[config.mk]
export PLATFORM = sky130hd
export DESIGN_NAME = bde_ctrl
export DESIGN_NICKNAME = d
export VERILOG_FILES = /design/src/hdl/bde_pkg.sv /design/src/hdl/bde_ctrl.sv
export SDC_FILE = /design/constraint.sdc
export NUM_CORES = 1
export LEC_CHECK = 0
export ABC_AREA = 0
export BUFFER_PORTS_ARGS = -buffer_cell sky130_fd_sc_hd__buf_2
export CAP_MARGIN = 20
export CORE_AREA = 5 5 42 44
export DETAILED_ROUTE_END_ITERATION = 8
export DIE_AREA = 0 0 47 49
export PLACE_DENSITY = 0.35
export SLEW_MARGIN = 5
export SYNTH_ARGS = -nofsm -noshare
export SYNTH_HDL_FRONTEND = slang
export SYNTH_SLANG_ARGS = --single-unit
[constraint.sdc]
create_clock -name clk_i -period 1.1 [get_ports clk_i]
set_clock_uncertainty 0.1 [all_clocks]
set_input_delay 0.11 -clock clk_i [delete_from_list [all_inputs] [get_ports clk_i]]
set_output_delay 0.11 -clock clk_i [all_outputs]
set_load 0.02 [all_outputs]
[src/hdl/bde_pkg.sv]
// ----------------------------------------------------------------------------
// bde_pkg
// Shared types and constants of the byte deque engine: request codes, field
// widths and the controller-to-datapath command group.
// ----------------------------------------------------------------------------
package bde_pkg;

  localparam int unsigned BDE_DEPTH = 1024;

  localparam int unsigned REQ_W     = 3;
  localparam int unsigned BYTE_W    = 8;
  localparam int unsigned POS_W     = 10;
  localparam int unsigned IN_DATA_W = ((BYTE_W + POS_W + 7) / 8) * 8;

  typedef enum logic [REQ_W-1:0] {
    REQ_PUSH_FRONT = 3'd0,
    REQ_PUSH_BACK  = 3'd1,
    REQ_POP_FRONT  = 3'd2,
    REQ_POP_BACK   = 3'd3,
    REQ_READ       = 3'd4
  } req_e;

  typedef struct packed {
    logic load;  // capture the accepted request
    logic exec;  // run the request against the store and pointers
  } cmd_t;

endpackage

[src/hdl/bde_ctrl.sv]
// ----------------------------------------------------------------------------
// bde_ctrl
// Request sequencer: accept a word, run it against the store, then present
// the result until the sink takes it.
// ----------------------------------------------------------------------------
module bde_ctrl (
  input  logic          clk_i,
  input  logic          rst_ni,
  input  logic          in_valid_i,
  output logic          in_ready_o,
  output logic          out_valid_o,
  input  logic          out_ready_i,
  output bde_pkg::cmd_t cmd_o
);

  typedef enum logic [1:0] {
    S_IDLE,
    S_EXEC,
    S_RESP
  } state_e;

  state_e state_q;
  logic   in_ready_q;
  logic   out_valid_q;

  always_ff @(posedge clk_i or negedge rst_ni) begin
    if (!rst_ni) begin
      state_q     <= S_IDLE;
      in_ready_q  <= 1'b1;
      out_valid_q <= 1'b0;
    end else begin
      unique case (state_q)
        S_IDLE: begin
          if (in_valid_i) begin
            state_q    <= S_EXEC;
            in_ready_q <= 1'b0;
          end
        end
        S_EXEC: begin
          state_q     <= S_RESP;
          out_valid_q <= 1'b1;
        end
        S_RESP: begin
          if (out_ready_i) begin
            state_q     <= S_IDLE;
            out_valid_q <= 1'b0;
            in_ready_q  <= 1'b1;
          end
        end
        default: begin
          state_q     <= S_IDLE;
          in_ready_q  <= 1'b1;
          out_valid_q <= 1'b0;
        end
      endcase
    end
  end

  assign in_ready_o  = in_ready_q;
  assign out_valid_o = out_valid_q;
  assign cmd_o.load  = in_ready_q & in_valid_i;
  assign cmd_o.exec  = (state_q == S_EXEC);

endmodule

==> qor.csv, run 1 <==
metric;value;unit
final WL;476;um
CP startpoint kind;flip-flop;
max-capacitance violation count;0;
Final Wtd Congestion;0.6873;
most area-consuming cells after synthesis;dfrtp_1 (46%), dfstp_2 (16%), nor2_1 (6.9%), nor2b_2 (5.3%), a21o_1 (4.6%);
Hold Fails Final Rpt;0;
final worst slack;-0.09822;ns
clk root buf;clkbuf_4;
endpoints failing setup;3;
FF+latch count, synth;4;
layout cells sized above 1;59.38;%
final period utilization;108.9;%
leakage power;0.1630;nW
hold_ws;0.03612;ns
vias after detailed routing;178;
register area share after synthesis;61.83;%
Die W;47;um
Overflow after GRT;0;
Synth Area per Inst;10.93;sq um
Vias/cell;3.708;
area of the multi-input gates;77.57;sq um
commonest cells after routing, fill and taps aside;buf_4 (5), buf_2 (4);
routed len/inst;9.917;um
Layout area overhead;99.24;%
placed insts;38;
M2 GR Usage;7.692;%
f_max;0.8346;GHz
net count after synthesis;19;
first-pass GRT wire length;897;um
r2r startpoint;in_ready_o$_DFFE_PN1P_;
switching power share of the total;33.56;%
WP data required;0.89;ns
Flop pwr share;28.0;%
row cnt;14;
DRT antenna net count;0;
Critical Path Fanout Max;2;
core area;0.001401;sq mm
CTS tree;built;
Reg area;101.3;sq um
Switch Pwr;315.4;uW
Crit. End Element;output pin;
1st-iter DRT viols;6;
Max clock buf depth;2;
Layout Cells excl Fill;48;
first-pass detailed-route iteration total;2;
fin nets;37;
Clk pin slew, worst setup/hold paths;0.04;ns
Int Power;624.4;uW
maximum level of the CTS H-tree;1;
largest net degree at the start of global routing;6;
die area;0.002303;sq mm
RSZ-0062 raised after global routing;true;
Power Density;2878;mW/mm^2
Tightest Pin Transition;0.1588;ns
# fillers;165;
distinct cell type count after synthesis;11;
top-area cell type share of the netlist area;45.80;%
GR Layer Usage met3;7.011;%
CTS Buf Count;3;
busiest layer in global routing;met2;
worst min-delay path class;primary input to flip-flop;
final antenna diode count;0;
WHS Path Cells;3;
worst setup path category;flip-flop to output pin;
synth warn;0;
Starting Density;11.70;%
status;complete, but fails checks;
Crit path arrival time;0.99;ns
clk sinks;4;
vias in the first global route;230;
Logic pwr share;50.2;%
FF-to-FF setup slack;0.04;ns
Worst Hold Path EP;state_q[0]$_DFFE_PN0P_;
Max Slew Vio Count;0;
met1 Use GR;5.580;%
Worst R2R Path Depth;4;
Worst Hold Launch;in_valid_i;
port buffer count;7;
commonest non-fill, non-tap cell in the layout;buf_4;
worst r2r dst;in_ready_o$_DFFE_PN1P_;
Syn Inst Count;15;
die height;49;um
Max-slew headroom;89.33;%
synthesized area;163.9;sq um
fin crit period;1.198;ns
clk_lat worst skew;0.24;ns
IO Pins;8;
DRC viols;0;
initial antenna violation count;0;
leading area contributor after synthesis;dfrtp_1;
failing checks;setup timing;
Clock power frac;21.8;%
total track usage;5.945;%
Max rail drop VDD;1.368;mV
==> power by group through the flow <==
stage	Combinational [mW]	Sequential (mW)	Clock [mW]
2_1_floorplan	0.125	0.321	0
3_5_place_dp	0.251	0.288	0
5_1_grt	0.504	0.276	0.240
6_report	0.472	0.263	0.205
3_3_place_gp	0.242	0.280	0
4_1_cts	0.460	0.263	0.214
==> final cells by class <==
type | count | share of cell area [%]
Timing Repair Buffer | 13 | 31.03
Sequential cell | 4 | 31.03
Multi-Input combinational cell | 11 | 23.75
Clock buffer | 4 | 8.046
Tap cell | 16 | 6.130
==> through the flow <==
stage                     total power [mW]  worst slack, ns  utilization, %  TNS (ns)  area, sq um
after detailed placement            0.5393          0.08991           15.63         0        219.0
after floorplan                     0.4464          0.05722               -         0        163.9
after CTS                           0.9365          -0.1072           22.77   -0.2040        319.1
after global routing                 1.019          -0.1448           23.30   -0.3369        326.6
after global placement              0.5221          0.09893           15.63         0        219.0
final                               0.9398         -0.09822           23.30   -0.1815        326.6
==> worst max-delay path: stages, from the launching register on <==
cell,delay [ns]
dfstp_2,0.52
and2_4,0.13
buf_6,0.10
==> synthesized netlist by cell type <==
| cell | instances |
|---|---|
| nor2b_2 | 1 |
| o21a_1 | 1 |
| o21ai_1 | 1 |
| dfrtp_1 | 3 |
| a21oi_1 | 1 |
| nand2b_1 | 1 |
| nor3_1 | 1 |
| nor2_1 | 3 |
| dfstp_2 | 1 |
| and2_1 | 1 |
| a21o_1 | 1 |
==> repair_timing <==
action                     CTS  global route
hold endpoints to repair     4             0
pin swaps                    1             1
hold buffers                 1             0
setup buffers                5             0
resized for setup            8             1
setup endpoints to repair    3             4
==> sequential cells by signal, indices dropped and copies added (netlist names) <==
register	count
state_q	2
out_valid_o	1
in_ready_o	1
==> how the worst max path moves through the flow <==
stage                                 from       end  slack, ns
floorplan           in_ready_o$_DFFE_PN1P_  cmd_o[1]       0.06
global route        in_ready_o$_DFFE_PN1P_  cmd_o[1]      -0.14
global placement    in_ready_o$_DFFE_PN1P_  cmd_o[1]        0.1
finish              in_ready_o$_DFFE_PN1P_  cmd_o[1]       -0.1
CTS                 in_ready_o$_DFFE_PN1P_  cmd_o[1]      -0.11
detailed placement  in_ready_o$_DFFE_PN1P_  cmd_o[1]       0.09
==> metal layers <==
| layer | up-vias | part of all wire, % |
|---|---|---|
| met2 | 11 | 42 |
| li1 | 84 | - |
| met4 | 0 | 0 |
| met3 | 0 | 16 |
| met5 | - | 0 |
| met1 | 83 | 42 |
==> logic make-up (layout without fill, tap and decap cells) <==
| group | Yosys count | in the layout | synth area share [%] |
|---|---|---|---|
| simple gates | 7 | 7 | 22.90 |
| compound gates | 4 | 4 | 15.26 |
| flops | 4 | 4 | 61.83 |
| buf+inv | 0 | 17 | 0 |
Note: power is estimated with default switching activity, not from simulation.
==> inputs of run 2 (changes only) <==
- clock period: 1.1 -> 1.18 ns (I/O delays scaled with it)
==> run 2 against run 1 <==
Hold slack better by 0.030 ns. Global-route usage is 0.21 points lower. Critical endpoint unchanged. Final area is 8.0% lower. Via count is 2.8% higher. Largest cell class unchanged. Non-clock buffer count is 1 lower. The flow still finishes with violations (setup timing). Clock-buffer cell count stayed put. Largest power group unchanged. Worst setup slack better by 0.059 ns. Die area stayed put.
==> qor.csv, run 2 (same netlist as run 1, synthesis figures left out) <==
metric;value;unit
fin crit period;1.220;ns
clk root buf;clkbuf_4;
Clk pin slew, worst setup/hold paths;0.04;ns
first-pass GRT wire length;862;um
RSZ-0062 raised after global routing;true;
r2r startpoint;state_q[0]$_DFFE_PN0P_;
endpoints failing setup;1;
total track usage;5.732;%
Starting Density;11.70;%
final period utilization;103.4;%
most flop-heavy register;state_q;
commonest non-fill, non-tap cell in the layout;buf_2;
maximum level of the CTS H-tree;1;
IO Pins;8;
final WL;479;um
Die W;47;um
DRT antenna net count;0;
1st-iter DRT viols;4;
Max rail drop VDD;1.238;mV
Worst Hold Path EP;in_ready_o$_DFFE_PN1P_;
Worst R2R Path Depth;4;
CP startpoint kind;flip-flop;
Layout Cells excl Fill;47;
placed insts;38;
FF-to-FF setup slack;0.10;ns
fin nets;36;
Worst Hold Launch;out_ready_i;
final worst slack;-0.03964;ns
f_max;0.8199;GHz
DRC viols;0;
leakage power;0.1505;nW
Vias/cell;3.894;
max-capacitance violation count;0;
clk sinks;4;
slowest stage delay, CP;0.53;ns
Crit. End Element;output pin;
row cnt;14;
clk_lat worst skew;0.24;ns
first-pass detailed-route iteration total;4;
Switch Pwr;279.2;uW
number of cells on the critical path;2;
Max Slew Vio Count;0;
core area;0.001401;sq mm
worst r2r dst;in_ready_o$_DFFE_PN1P_;
vias after detailed routing;183;
failing checks;setup timing;
Crit path buffers/inverters;1;
worst min-delay path class;primary input to flip-flop;
max FFs per register;2;
Logic pwr share;46.3;%
Layout area overhead;83.21;%
Hold Fails Final Rpt;0;
routed len/inst;10.19;um
WHS Path Cells;3;
Overflow after GRT;0;
die height;49;um
Final Wtd Congestion;0.6873;
largest net degree at the start of global routing;6;
Max-slew headroom;89.38;%
Power Density;2688;mW/mm^2
CTS tree;built;
initial antenna violation count;0;
Int Power;528.1;uW
CTS Buf Count;3;
Max clock buf depth;2;
layout cells sized above 1;54.84;%
port buffer count;7;
# fillers;169;
Critical Path Fanout Max;3;
worst setup path category;flip-flop to output pin;
setup_tns;-0.03964;ns
Crit-path slowest cell;dfstp_2;
Clock power frac;23.7;%
Flop pwr share;30.0;%
final antenna diode count;0;
vias in the first global route;220;
Crit path arrival time;1.00;ns
Top delay family on crit path;flip-flops;
Tightest Pin Transition;0.1581;ns
die area;0.002303;sq mm
WP data required;0.96;ns
switching power share of the total;34.58;%
critical path cell sequence;and2_4 -> buf_6;
commonest cells after routing, fill and taps aside;buf_2 (5), buf_4 (4), nor2_1 (3), clkbuf_4 (3), dfrtp_1 (3);
status;complete, but fails checks;
## run 2: worst max path at each step
stage | startpoint | endpoint | slack [ns]
after floorplan | in_ready_o$_DFFE_PN1P_ | cmd_o[1] | 0.13
after global placement | in_ready_o$_DFFE_PN1P_ | cmd_o[1] | 0.17
after detailed placement | in_ready_o$_DFFE_PN1P_ | cmd_o[1] | 0.16
after CTS | in_ready_o$_DFFE_PN1P_ | cmd_o[1] | -0.05
after global routing | in_ready_o$_DFFE_PN1P_ | cmd_o[1] | -0.08
final | in_ready_o$_DFFE_PN1P_ | cmd_o[1] | -0.04
## run 2: timing repair
action	CTS	global route
hold endpoints to repair	4	0
buffers inserted	3	1
gates resized for setup	4	1
gates cloned	0	0
pin swaps	1	0
hold buffers	1	0
setup endpoints to repair	2	2
## run 2: worst register-to-register path, delay by kind of cell, from the launching register on
family                 cells  cell delay [ns]
AOI/OAI and AO/OA          1             0.16
DFF                        1             0.38
and+or+nand+nor            2             0.22
buffers and inverters      1             0.15
## run 2: power groups by stage
stage	Sequential, mW	Combinational (mW)	Clock, mW
global placement	0.261	0.225	0
detailed placement	0.268	0.234	0
floorplan	0.300	0.116	0
CTS	0.243	0.347	0.200
finish	0.242	0.374	0.191
global route	0.255	0.401	0.220
## run 2: cell type report
class                   instances  area [sq um]  share of cell area, %
clock buffers                   4         26.28                  8.750
flip-flops and latches          4         101.3                  33.75
well taps                      16         20.02                  6.667
repair buffers                 12         87.58                  29.17
multi-input cells              11         65.06                  21.67
## run 2: routing by layer
layer	track usage, %	wire [um]	vias up
met1	5.357	199	83
met3	7.011	83	0
li1	-	-	84
met4	2.765	0	0
met2	7.240	196	16
met5	0	0	-
## run 2: through the flow
stage	cell area [sq um]	setup WS (ns)	util, %	hold slack (ns)	power, mW
floorplan	163.9	0.1292	-	-0.2776	0.4161
global placement	219.0	0.1709	15.63	-0.1756	0.4867
detailed placement	219.0	0.1619	15.63	-0.1712	0.5028
CTS	289.0	-0.04952	20.63	0.05753	0.7899
global route	300.3	-0.08189	21.43	0.05806	0.8763
finish	300.3	-0.03964	21.43	0.06589	0.8073
==> inputs of run 3 (changes only) <==
- MAX_ROUTING_LAYER: not set -> met4
==> run 3 against run 2 <==
The flow still finishes with violations (setup timing). Global-route usage is 0.15 points higher. Register-to-register slack hardly changed. Hold slack worse by 0.00075 ns. Via count is 0.55% lower. Routed wire length is 0.42% lower. Die area stayed put. Fmax hardly changed. Cell count stayed put. Clock-buffer cell count stayed put. Combinational power hardly changed. Sequential power hardly changed. Critical endpoint unchanged. Highest routed layer unchanged.
==> qor.csv, run 3 (same netlist as run 1, synthesis figures left out) <==
metric;value;unit
Layout area overhead;83.21;%
max FFs per register;2;
final worst slack;-0.03875;ns
Final Wtd Congestion;0.6945;
row cnt;14;
most flop-heavy register;state_q;
fin nets;36;
endpoints failing setup;1;
Logic pwr share;46.4;%
Power Total;806.0;uW
CTS Buf Count;3;
WL met3;75;um
die area;0.002303;sq mm
switching power share of the total;34.48;%
Max rail drop VDD;1.238;mV
worst min-delay path class;primary input to flip-flop;
largest net degree at the start of global routing;6;
Tightest Pin Transition;0.1581;ns
first-pass GRT wire length;862;um
f_max;0.8205;GHz
Worst Hold Launch;out_ready_i;
Clk pin slew, worst setup/hold paths;0.04;ns
Max-slew headroom;89.38;%
top layer in use;met3;
Critical Path Fanout Max;3;
Clock power frac;23.6;%
total track usage;5.878;%
clk root buf;clkbuf_4;
initial antenna violation count;0;
Starting Density;11.70;%
clk_lat worst skew;0.24;ns
Detail Route met2 WL;197;um
Int Power;528.1;uW
Power Density;2684;mW/mm^2
maximum level of the CTS H-tree;1;
Crit. End Element;output pin;
final antenna diode count;0;
routed len/inst;10.15;um
leakage power;0.1505;nW
Max Slew Vio Count;0;
worst setup path category;flip-flop to output pin;
Vias/cell;3.872;
final period utilization;103.3;%
Switch Pwr;277.9;uW
Overflow after GRT;0;
RSZ-0062 raised after global routing;true;
commonest cells after routing, fill and taps aside;buf_2 (5), buf_4 (4), nor2_1 (3), clkbuf_4 (3), dfrtp_1 (3);
vias after detailed routing;182;
final WL;477;um
Max clock buf depth;2;
DRC viols;0;
DRT antenna net count;0;
clk sinks;4;
vias in the first global route;216;
CTS tree;built;
1st-iter DRT viols;4;
DP Worst Slack;0.1619;ns
Crit. Startpoint;in_ready_o$_DFFE_PN1P_;
max-capacitance violation count;0;
Hold Fails Final Rpt;0;
failing checks;setup timing;
fin crit period;1.219;ns
WL met1;204;um
commonest non-fill, non-tap cell in the layout;buf_2;
layout cells sized above 1;54.84;%
die height;49;um
Crit path arrival time;1.00;ns
port buffer count;7;
Flop pwr share;30.0;%
core area;0.001401;sq mm
status;complete, but fails checks;
IO Pins;8;
WP data required;0.96;ns
Die W;47;um
r2r startpoint;state_q[0]$_DFFE_PN0P_;
CP startpoint kind;flip-flop;
first-pass detailed-route iteration total;4;
-- run 3: cell counts in the layout (fill, tap and decap cells not counted) --
No cell type changed its count.
-- run 3: worst paths after layout --
path / depth (start not counted) / end / slack (ns)
worst max-delay path: 2 / cmd_o[1] / -0.04
worst min-delay path: 3 / in_ready_o$_DFFE_PN1P_ / 0.07
worst max register to register: 4 / in_ready_o$_DFFE_PN1P_ / 0.11
worst min register to register: 1 / out_valid_o$_DFFE_PN0P_ / 0.37
max in group asynchronous: 2 / in_ready_o$_DFFE_PN1P_ / 0.65
min in group asynchronous: 2 / state_q[1]$_DFFE_PN0P_ / 0.12
-- run 3: area by class of cell --
| cell class | instances | area (sq um) |
|---|---|---|
| clock buffers | 4 | 26.28 |
| fillers | 169 | 1101 |
| multi-input cells | 11 | 65.06 |
| flip-flops and latches | 4 | 101.3 |
| repair buffers | 12 | 87.58 |
| well taps | 16 | 20.02 |
-- run 3: through the flow --
step           hold slack (ns)  instance area [sq um]  utilization (%)  instances   TNS, ns
2_1_floorplan          -0.2776                  163.9                -         15         0
3_3_place_gp           -0.1756                  219.0            15.63         38         0
3_5_place_dp           -0.1712                  219.0            15.63         38         0
4_1_cts                0.05753                  289.0            20.63         46  -0.04952
5_1_grt                0.05809                  300.3            21.43         47   -0.1013
6_report               0.06514                  300.3            21.43         47  -0.03875
-- run 3: metal layers --
| layer | vias to the layer above | track usage [%] |
|---|---|---|
| met5 | - | - |
| met4 | 0 | 2.765 |
| met3 | 0 | 6.642 |
| met2 | 16 | 7.240 |
| met1 | 82 | 5.580 |
| li1 | 84 | - |
-- run 3: power groups by stage --
stage	sequential, mW	combinational (mW)	clock, mW
6_report	0.242	0.374	0.190
4_1_cts	0.243	0.347	0.200
5_1_grt	0.255	0.401	0.220
3_3_place_gp	0.261	0.225	0
2_1_floorplan	0.300	0.116	0
3_5_place_dp	0.268	0.234	0
-- run 3: what timing repair did --
| action | 4_1_cts | 5_1_grt |
|---|---|---|
| pin swaps | 1 | 0 |
| gates resized for setup | 4 | 1 |
| hold endpoints to repair | 4 | 0 |
| hold buffers | 1 | 0 |
| endpoints found under the setup margin | 2 | 2 |
| setup buffers | 3 | 1 |
-- run 3: critical path: stages, from the launching register on --
cell	delay [ns]
dfstp_2	0.53
and2_4	0.13
buf_6	0.10
